[src/hdl/atr_pkg.sv]
// atr_pkg: widths, types and constants shared by the average true range block
// no dependencies; imported by atr_trange, atr_divider and average_true_range
`default_nettype none

package atr_pkg;

    localparam int PRICE_WIDTH  = 32;
    localparam int FRAC_BITS    = 16;
    localparam int MAX_PERIOD   = 4096;
    localparam int PERIOD_WIDTH = 13;
    localparam int SUM_WIDTH    = 44;
    localparam int AVG_WIDTH    = PRICE_WIDTH + FRAC_BITS;
    localparam int DIV_WIDTH    = SUM_WIDTH + FRAC_BITS;
    localparam int DIV_COUNT_WIDTH = $clog2(DIV_WIDTH + 1);

    localparam int ADDR_WIDTH = 3;
    localparam int DATA_WIDTH = 32;

    typedef logic [PRICE_WIDTH-1:0]  price_t;
    typedef logic [AVG_WIDTH-1:0]    avg_t;
    typedef logic [PERIOD_WIDTH-1:0] period_t;
    typedef logic [SUM_WIDTH-1:0]    sum_t;
    typedef logic [DIV_WIDTH-1:0]    div_t;
    typedef logic [ADDR_WIDTH-1:0]   addr_t;
    typedef logic [DATA_WIDTH-1:0]   data_t;
    typedef logic [ADDR_WIDTH-3:0]   reg_index_t;

    localparam reg_index_t REG_PERIOD = reg_index_t'(0);

    localparam period_t PERIOD_RESET = period_t'(14);
    localparam period_t PERIOD_MAX   = period_t'(MAX_PERIOD);
    localparam period_t PERIOD_ONE   = period_t'(1);

endpackage

`default_nettype wire

[src/hdl/atr_trange.sv]
// atr_trange: two-stage true range of one bar against the previous close
// depends on atr_pkg
`default_nettype none

module atr_trange (
    input  wire logic            clk,
    input  wire logic            load,
    input  wire atr_pkg::price_t high,
    input  wire atr_pkg::price_t low,
    input  wire atr_pkg::price_t prior_close,
    input  wire logic            use_prior,
    output atr_pkg::price_t      true_range
);
    import atr_pkg::*;

    logic [PRICE_WIDTH:0] hl_reg;
    logic [PRICE_WIDTH:0] hp_reg;
    logic [PRICE_WIDTH:0] ph_reg;
    logic [PRICE_WIDTH:0] lp_reg;
    logic [PRICE_WIDTH:0] pl_reg;
    logic                 prior_reg;
    price_t               tr_reg;
    price_t               tr_next;

    price_t hl_term;
    price_t high_term;
    price_t low_term;
    price_t max_first;
    price_t max_second;

    // stage one: all differences with their borrow bit
    always_ff @(posedge clk)
    begin
        if (load)
        begin
            hl_reg    <= {1'b0, high} - {1'b0, low};
            hp_reg    <= {1'b0, high} - {1'b0, prior_close};
            ph_reg    <= {1'b0, prior_close} - {1'b0, high};
            lp_reg    <= {1'b0, low} - {1'b0, prior_close};
            pl_reg    <= {1'b0, prior_close} - {1'b0, low};
            prior_reg <= use_prior;
        end
    end

    // stage two: absolute values and the largest term
    always_comb
    begin
        hl_term    = hl_reg[PRICE_WIDTH] ? '0 : hl_reg[PRICE_WIDTH-1:0];
        high_term  = hp_reg[PRICE_WIDTH] ? ph_reg[PRICE_WIDTH-1:0] : hp_reg[PRICE_WIDTH-1:0];
        low_term   = lp_reg[PRICE_WIDTH] ? pl_reg[PRICE_WIDTH-1:0] : lp_reg[PRICE_WIDTH-1:0];
        max_first  = (high_term > hl_term) ? high_term : hl_term;
        max_second = (low_term > max_first) ? low_term : max_first;
        tr_next    = prior_reg ? max_second : hl_term;
    end

    always_ff @(posedge clk)
    begin
        tr_reg <= tr_next;
    end

    assign true_range = tr_reg;

endmodule

`default_nettype wire

[src/hdl/atr_divider.sv]
// atr_divider: restoring divider, one quotient bit per cycle, narrow remainder
// depends on atr_pkg
`default_nettype none

module atr_divider (
    input  wire logic             clk,
    input  wire logic             rst_n,
    input  wire logic             start,
    input  wire atr_pkg::div_t    dividend,
    input  wire atr_pkg::period_t divisor,
    output logic                  done,
    output atr_pkg::div_t         quotient
);
    import atr_pkg::*;

    div_t                       shift_reg;
    period_t                    rem_reg;
    period_t                    divisor_reg;
    logic [DIV_COUNT_WIDTH-1:0] count_reg;
    logic                       done_reg;

    logic [PERIOD_WIDTH:0] trial;
    logic [PERIOD_WIDTH:0] trial_diff;
    logic                  fits;
    period_t               rem_next;

    always_comb
    begin
        trial      = {rem_reg, shift_reg[DIV_WIDTH-1]};
        trial_diff = trial - {1'b0, divisor_reg};
        fits       = (trial >= {1'b0, divisor_reg});
        rem_next   = fits ? trial_diff[PERIOD_WIDTH-1:0] : trial[PERIOD_WIDTH-1:0];
    end

    always_ff @(posedge clk or negedge rst_n)
    begin
        if (!rst_n)
        begin
            count_reg <= '0;
            done_reg  <= 1'b0;
        end
        else if (start)
        begin
            count_reg <= DIV_COUNT_WIDTH'(DIV_WIDTH);
            done_reg  <= 1'b0;
        end
        else if (count_reg != '0)
        begin
            count_reg <= count_reg - 1'b1;
            done_reg  <= (count_reg == DIV_COUNT_WIDTH'(1));
        end
        else
        begin
            done_reg <= 1'b0;
        end
    end

    // dividend shifts out at the top, quotient bits shift in at the bottom
    always_ff @(posedge clk)
    begin
        if (start)
        begin
            shift_reg   <= dividend;
            rem_reg     <= '0;
            divisor_reg <= divisor;
        end
        else if (count_reg != '0)
        begin
            shift_reg <= {shift_reg[DIV_WIDTH-2:0], fits};
            rem_reg   <= rem_next;
        end
    end

    assign done     = done_reg;
    assign quotient = shift_reg;

endmodule

`default_nettype wire

[src/hdl/average_true_range.sv]
// average_true_range: one bar at a time; a bar that seeds or smooths the average
// passes through the divider, a bar still filling the window skips it.
// the next bar is accepted once the result sits in the output register; the
// 60-step bit-serial divider sets the rate. reset clears the series, sets the
// period to 14 and empties the output register. depends on atr_pkg, atr_trange, atr_divider
`default_nettype none

module average_true_range (
    input  wire logic            clk,
    input  wire logic            rst_n,
    input  wire logic            psel,
    input  wire logic            penable,
    input  wire logic            pwrite,
    input  wire atr_pkg::addr_t  paddr,
    input  wire atr_pkg::data_t  pwdata,
    output atr_pkg::data_t       prdata,
    output logic                 pready,
    input  wire logic            in_valid,
    output logic                 in_stall,
    input  wire atr_pkg::price_t bar_high,
    input  wire atr_pkg::price_t bar_low,
    input  wire atr_pkg::price_t bar_close,
    input  wire logic            series_start,
    output logic                 out_valid,
    input  wire logic            out_stall,
    output atr_pkg::avg_t        range_average,
    output logic                 average_valid
);
    import atr_pkg::*;

    localparam logic [2:0] ST_IDLE   = 3'd0;
    localparam logic [2:0] ST_TRANGE = 3'd1;
    localparam logic [2:0] ST_PREP   = 3'd2;
    localparam logic [2:0] ST_DIVIDE = 3'd3;
    localparam logic [2:0] ST_FINISH = 3'd4;

    localparam logic [1:0] MODE_NONE = 2'd0;
    localparam logic [1:0] MODE_SEED = 2'd1;
    localparam logic [1:0] MODE_UP   = 2'd2;
    localparam logic [1:0] MODE_DOWN = 2'd3;

    logic [2:0] state_reg;
    logic [1:0] mode_reg;
    period_t    period_reg;
    price_t     prior_close_reg;
    logic       have_prior_reg;
    sum_t       seed_sum_reg;
    period_t    bars_seen_reg;
    avg_t       avg_reg;
    logic       out_valid_reg;
    avg_t       range_average_reg;
    logic       average_valid_reg;

    logic       in_accept;
    logic       cfg_write;
    logic       out_free;
    period_t    window;
    price_t     true_range;
    logic       div_start;
    logic       div_done;
    div_t       quotient;
    avg_t       quotient_avg;

    logic       seeding;
    period_t    bars_inc;
    sum_t       sum_next;
    avg_t       scaled_tr;
    logic [AVG_WIDTH:0] diff_up;
    logic [AVG_WIDTH:0] diff_down;
    logic [1:0] mode_next;
    div_t       dividend_next;
    avg_t       result_avg;
    logic       result_valid;

    assign pready    = 1'b1;
    assign cfg_write = psel & penable & pwrite & (paddr[ADDR_WIDTH-1:2] == REG_PERIOD);
    assign prdata    = (paddr[ADDR_WIDTH-1:2] == REG_PERIOD)
                       ? DATA_WIDTH'(period_reg) : '0;

    assign in_stall  = (state_reg != ST_IDLE);
    assign in_accept = in_valid & ~in_stall;
    assign out_free  = ~out_valid_reg | ~out_stall;

    assign out_valid     = out_valid_reg;
    assign range_average = range_average_reg;
    assign average_valid = average_valid_reg;

    // zero acts as one, anything above the maximum acts as the maximum
    always_comb
    begin
        if (period_reg == '0)
            window = PERIOD_ONE;
        else if (period_reg > PERIOD_MAX)
            window = PERIOD_MAX;
        else
            window = period_reg;
    end

    atr_trange u_trange (
        .clk         (clk),
        .load        (in_accept),
        .high        (bar_high),
        .low         (bar_low),
        .prior_close (prior_close_reg),
        .use_prior   (have_prior_reg & ~series_start),
        .true_range  (true_range)
    );

    // seeding as sum / p, smoothing as avg + (tr - avg) / p, rounded toward minus infinity
    always_comb
    begin
        seeding   = (bars_seen_reg < window);
        bars_inc  = bars_seen_reg + 1'b1;
        sum_next  = seed_sum_reg + SUM_WIDTH'(true_range);
        scaled_tr = {true_range, FRAC_BITS'(0)};
        diff_up   = {1'b0, scaled_tr} - {1'b0, avg_reg};
        diff_down = {1'b0, avg_reg} - {1'b0, scaled_tr}
                    + (AVG_WIDTH + 1)'(window - PERIOD_ONE);

        if (seeding)
            mode_next = (bars_inc == window) ? MODE_SEED : MODE_NONE;
        else if (diff_up[AVG_WIDTH])
            mode_next = MODE_DOWN;
        else
            mode_next = MODE_UP;

        unique case (mode_next)
            MODE_SEED: dividend_next = {sum_next, FRAC_BITS'(0)};
            MODE_UP:   dividend_next = DIV_WIDTH'(diff_up[AVG_WIDTH-1:0]);
            MODE_DOWN: dividend_next = DIV_WIDTH'(diff_down);
            default:   dividend_next = '0;
        endcase

        div_start = (state_reg == ST_PREP) && (mode_next != MODE_NONE);
    end

    atr_divider u_divider (
        .clk      (clk),
        .rst_n    (rst_n),
        .start    (div_start),
        .dividend (dividend_next),
        .divisor  (window),
        .done     (div_done),
        .quotient (quotient)
    );

    assign quotient_avg = quotient[AVG_WIDTH-1:0];

    always_comb
    begin
        unique case (mode_reg)
            MODE_SEED: result_avg = quotient_avg;
            MODE_UP:   result_avg = avg_reg + quotient_avg;
            MODE_DOWN: result_avg = avg_reg - quotient_avg;
            default:   result_avg = '0;
        endcase
        result_valid = (mode_reg != MODE_NONE);
    end

    always_ff @(posedge clk or negedge rst_n)
    begin
        if (!rst_n)
        begin
            state_reg         <= ST_IDLE;
            mode_reg          <= MODE_NONE;
            period_reg        <= PERIOD_RESET;
            prior_close_reg   <= '0;
            have_prior_reg    <= 1'b0;
            seed_sum_reg      <= '0;
            bars_seen_reg     <= '0;
            avg_reg           <= '0;
            out_valid_reg     <= 1'b0;
            range_average_reg <= '0;
            average_valid_reg <= 1'b0;
        end
        else
        begin
            unique case (state_reg)
                ST_IDLE:
                begin
                    if (in_accept)
                    begin
                        prior_close_reg <= bar_close;
                        have_prior_reg  <= 1'b1;
                        if (series_start)
                        begin
                            seed_sum_reg  <= '0;
                            bars_seen_reg <= '0;
                            avg_reg       <= '0;
                        end
                        state_reg <= ST_TRANGE;
                    end
                end
                ST_TRANGE:
                begin
                    state_reg <= ST_PREP;
                end
                ST_PREP:
                begin
                    mode_reg <= mode_next;
                    if (seeding)
                    begin
                        seed_sum_reg  <= sum_next;
                        bars_seen_reg <= bars_inc;
                    end
                    state_reg <= div_start ? ST_DIVIDE : ST_FINISH;
                end
                ST_DIVIDE:
                begin
                    if (div_done)
                        state_reg <= ST_FINISH;
                end
                ST_FINISH:
                begin
                    if (out_free)
                    begin
                        if (result_valid)
                            avg_reg <= result_avg;
                        state_reg <= ST_IDLE;
                    end
                end
                default:
                begin
                    state_reg <= ST_IDLE;
                end
            endcase

            // output register, refilled in the cycle it is emptied
            if ((state_reg == ST_FINISH) && out_free)
            begin
                out_valid_reg     <= 1'b1;
                range_average_reg <= result_valid ? result_avg : '0;
                average_valid_reg <= result_valid;
            end
            else if (!out_stall)
            begin
                out_valid_reg <= 1'b0;
            end

            // a new period restarts the series
            if (cfg_write)
            begin
                period_reg      <= pwdata[PERIOD_WIDTH-1:0];
                prior_close_reg <= '0;
                have_prior_reg  <= 1'b0;
                seed_sum_reg    <= '0;
                bars_seen_reg   <= '0;
                avg_reg         <= '0;
            end
        end
    end

endmodule

`default_nettype wire
[config.mk]
export PLATFORM = sky130hd
export DESIGN_NAME = average_true_range
export DESIGN_NICKNAME = d
export VERILOG_FILES = /design/src/hdl/atr_pkg.sv /design/src/hdl/atr_trange.sv /design/src/hdl/atr_divider.sv /design/src/hdl/average_true_range.sv
export SDC_FILE = /design/constraint.sdc
export NUM_CORES = 2
export LEC_CHECK = 0
export ABC_AREA = 1
export BUFFER_PORTS_ARGS = -buffer_cell sky130_fd_sc_hd__buf_2
export CORE_ASPECT_RATIO = 1.5
export CORE_MARGIN = 2
export CORE_UTILIZATION = 45
export CTS_CLUSTER_DIAMETER = 120
export CTS_CLUSTER_SIZE = 30
export DETAILED_ROUTE_END_ITERATION = 7
export PLACE_DENSITY_LB_ADDON = 0.2
export SETUP_SLACK_MARGIN = 0.15
export SYNTH_ARGS = -nofsm -noshare
export SYNTH_HDL_FRONTEND = slang
export SYNTH_HIERARCHICAL = 1
export SYNTH_SLANG_ARGS = --single-unit
[constraint.sdc]
create_clock -name clk -period 6.1 [get_ports clk]
set_input_delay 0.915 -clock clk [delete_from_list [all_inputs] [get_ports clk]]
set_output_delay 0.915 -clock clk [all_outputs]
set_load 0.01 [all_outputs]
==> qor.csv <==
metric,value,unit
status,finished clean,
nNetsFinal,8104,
cts_setup_buffers,0,
port-buffer-count,181,
crit_path_start_kind,flip-flop,
die_w,275,um
power_frac_comb,73.2,%
grt_overflow_total,0,
synthToLayoutAreaGrowth,6.52,%
synth.distinct_cells,81,
reg2reg_from,period_reg[12],
hold_violations,0,
cp_top_family,simple AND/OR/NAND/NOR gates,
ir_drop,0.336,mV
coreArea,0.110,mm^2
htreeDepth,1,
die_height,410,um
seq_power_share,20.0,%
mostFrequentLayoutCells,"nand2_1 (2072), inv_1 (1106), nor2_1 (659)",
end_kind,flip-flop,
num_rows,149,
grt_pass1_vias,50000,
vias_per_cell,5.52,
fin_ws,0.816,ns
ff2ff_path_depth,23,
clock_power_share,6.8,%
leakage,26.6,nW
start_util,45.2,%
wl_per_cell,24.5,um
clkSinkCount,493,
drt_iter0_drc,3597,
period_share,86.6,%
drtAntennaViolNets,0,
crit_slowest_cell,dfrtp_1,
required,6.54,ns
period_needed,5.28,ns
hpwlAfterDp,186,mm
design.die.area,0.113,mm^2
worst_ep_arrival_time,5.73,ns
clk_pin_slew,0.12,ns
largest_reg_flops,60,
critPathKind,reg2reg,
max-clock-path-buffers,3,
critPathMaxStageDelay,0.74,ns
setup-violations-final,0,
ctsRootBufferMaster,clkbuf_16,
maxCapViolCount,0,
place_congestion,1.17,
fin_tns_setup,0,ns
drive_gt1_share,6.76,%
reg2reg_slack,0.82,ns
cts_resized,0,
rsz0062_at_grt,false,
async_flop_share,43.2,%
cts_tree,done,
min-delay-path-class,in2async,
p_sw,0.0194,W
yosysWarningCount,6,
worst_pin_slew,1.21,ns
fin_skew,0.0506,ns
grt_first_pass_wirelength,316,mm
grt_max_degree,149,
worstPathCellList,"nand2_4, nand2_1, ha_1, nand2_1, nor2_1, nand3_1, nor3_1, nand3_1, xor2_1, ha_1, inv_1, ha_1, nand2_1, o21ai_0, a21oi_1, o21ai_0, nand2_1, nand3_1, nand2_1, nand3_1, nand3_1, nand2_1, nand2_1",
netlist_instances,7375,
cts_hold_buffers,0,
intPower,0.0129,W
grtUsageTotal,38.4,%
pin_count,223,
syn_avg_cell_area,6.71,um^2
p_sw_share,60.0,%
slew_violations,0,
synth_area,0.0495,mm^2
final_common_cell,nand2_1,
cts_made_buffers,24,
pre_cts_ws,0.848,ns
powerDensity,614,mW/mm^2
fillers,11500,
cp_common_cell,nand2_1,
slew_headroom,18.3,%
antenna_found_initial,6,
cp_num_buf_inv,1,
drc_errors,0,
crit_cells,23,
routed_wl,219,mm
clk_latency,0.68,ns
path_max_fanout,13,
r2r-end,u_divider/quotient[42],
synth_seq_cells,493,
fmax,189,MHz
ys.flop_type,edfxtp_1,
first_pass_iters,8,
yosysSeqAreaShare,26.9,%
synth_edf_count,235,
dr_total_vias,49400,
[metal layers]
layer / GRT usage (%) / share of wire [%]
met2: 70.3 / 50
met5: 0 / 0.0046
met4: 42.4 / 14
met3: 4.53 / 4.2
met1: 34.2 / 32
[worst register-to-register path, delay by kind of cell (launching register included)]
kind                       cells  cell delay (ns)
buffers and inverters          1             0.05
DFF                            1             0.74
and+or+nand+nor               15             2.12
xor gates and xnor gates       1             0.46
AOI/OAI and AO/OA              3             0.89
adders and majority gates      3             0.82
[how the worst max path moves through the flow]
stage | from | to | slack (ns)
after detailed placement | period_reg[12] | u_divider/quotient[32] | 0.85
after global routing | period_reg[12] | u_divider/quotient[37] | 0.41
final | period_reg[12] | u_divider/quotient[42] | 0.82
after CTS | period_reg[12] | u_divider/quotient[32] | 0.81
after floorplan | period_reg[3] | u_divider/quotient[0] | 1.83
after global placement | period_reg[12] | u_divider/quotient[42] | 0.87
[power by group through the flow]
stage | combinational (W) | clock (W) | sequential, W
6_report | 0.0237 | 0.00221 | 0.00647
4_1_cts | 0.0231 | 0.00225 | 0.00641
3_5_place_dp | 0.0230 | 0 | 0.00649
3_3_place_gp | 0.0229 | 0 | 0.00645
2_1_floorplan | 0.0152 | 0 | 0.00587
5_1_grt | 0.0257 | 0.00234 | 0.00655
[final cells by class]
type / instances / area [um^2] / area share, %
repair buffers: 243 / 1460 / 2.77
well taps: 1434 / 1790 / 3.40
diodes: 3 / 7.51 / 0.0142
clock inverters: 10 / 178 / 0.337
inverters: 1135 / 4270 / 8.09
clock buffers: 34 / 681 / 1.29
flip-flops and latches: 493 / 13300 / 25.2
multi-input cells: 5600 / 31000 / 58.9
[logic make-up (layout without fill, tap and decap cells)]
logic type,Yosys count,in the layout,share of synthesized area [%]
muxes,31,31,0.705
buffers and inverters,1335,1422,10.9
other,2,58,0.0152
DFF,493,493,26.9
AOI/OAI and AO/OA,1181,1181,13.4
xor gates and xnor gates,280,280,4.98
adders and majority gates,468,468,12.4
and+or+nand+nor,3585,3585,30.7
[per-stage QoR]
step / utilization, % / cell area, um^2 / total power (W) / cells / hold WS [ns]
2_1_floorplan: - / 49700 / 0.0210 / 7428 / 0.448
3_3_place_gp: 47.3 / 51800 / 0.0294 / 8904 / 0.458
3_5_place_dp: 47.3 / 51800 / 0.0295 / 8904 / 0.460
4_1_cts: 48.1 / 52700 / 0.0318 / 8948 / 0.293
5_1_grt: 48.1 / 52700 / 0.0346 / 8950 / 0.339
6_report: 48.1 / 52700 / 0.0324 / 8952 / 0.286
[synthesized netlist by cell type (52+ instances only)]
cell      instances  area [um^2]
clkbuf_1         72          270
nor3_1           67          335
xor2_1          231         2020
nor2_1          661         2480
buf_2            52          260
nand3_1         483         2420
a21oi_1         492         2460
edfxtp_1        235         7060
o21ai_0         402         2010
ha_1            428         5360
nand2_1        2073         7780
inv_1          1109         4160
dfrtp_1         210         5260
nand4_1          87          544
(Power assumes the default switching activity.)
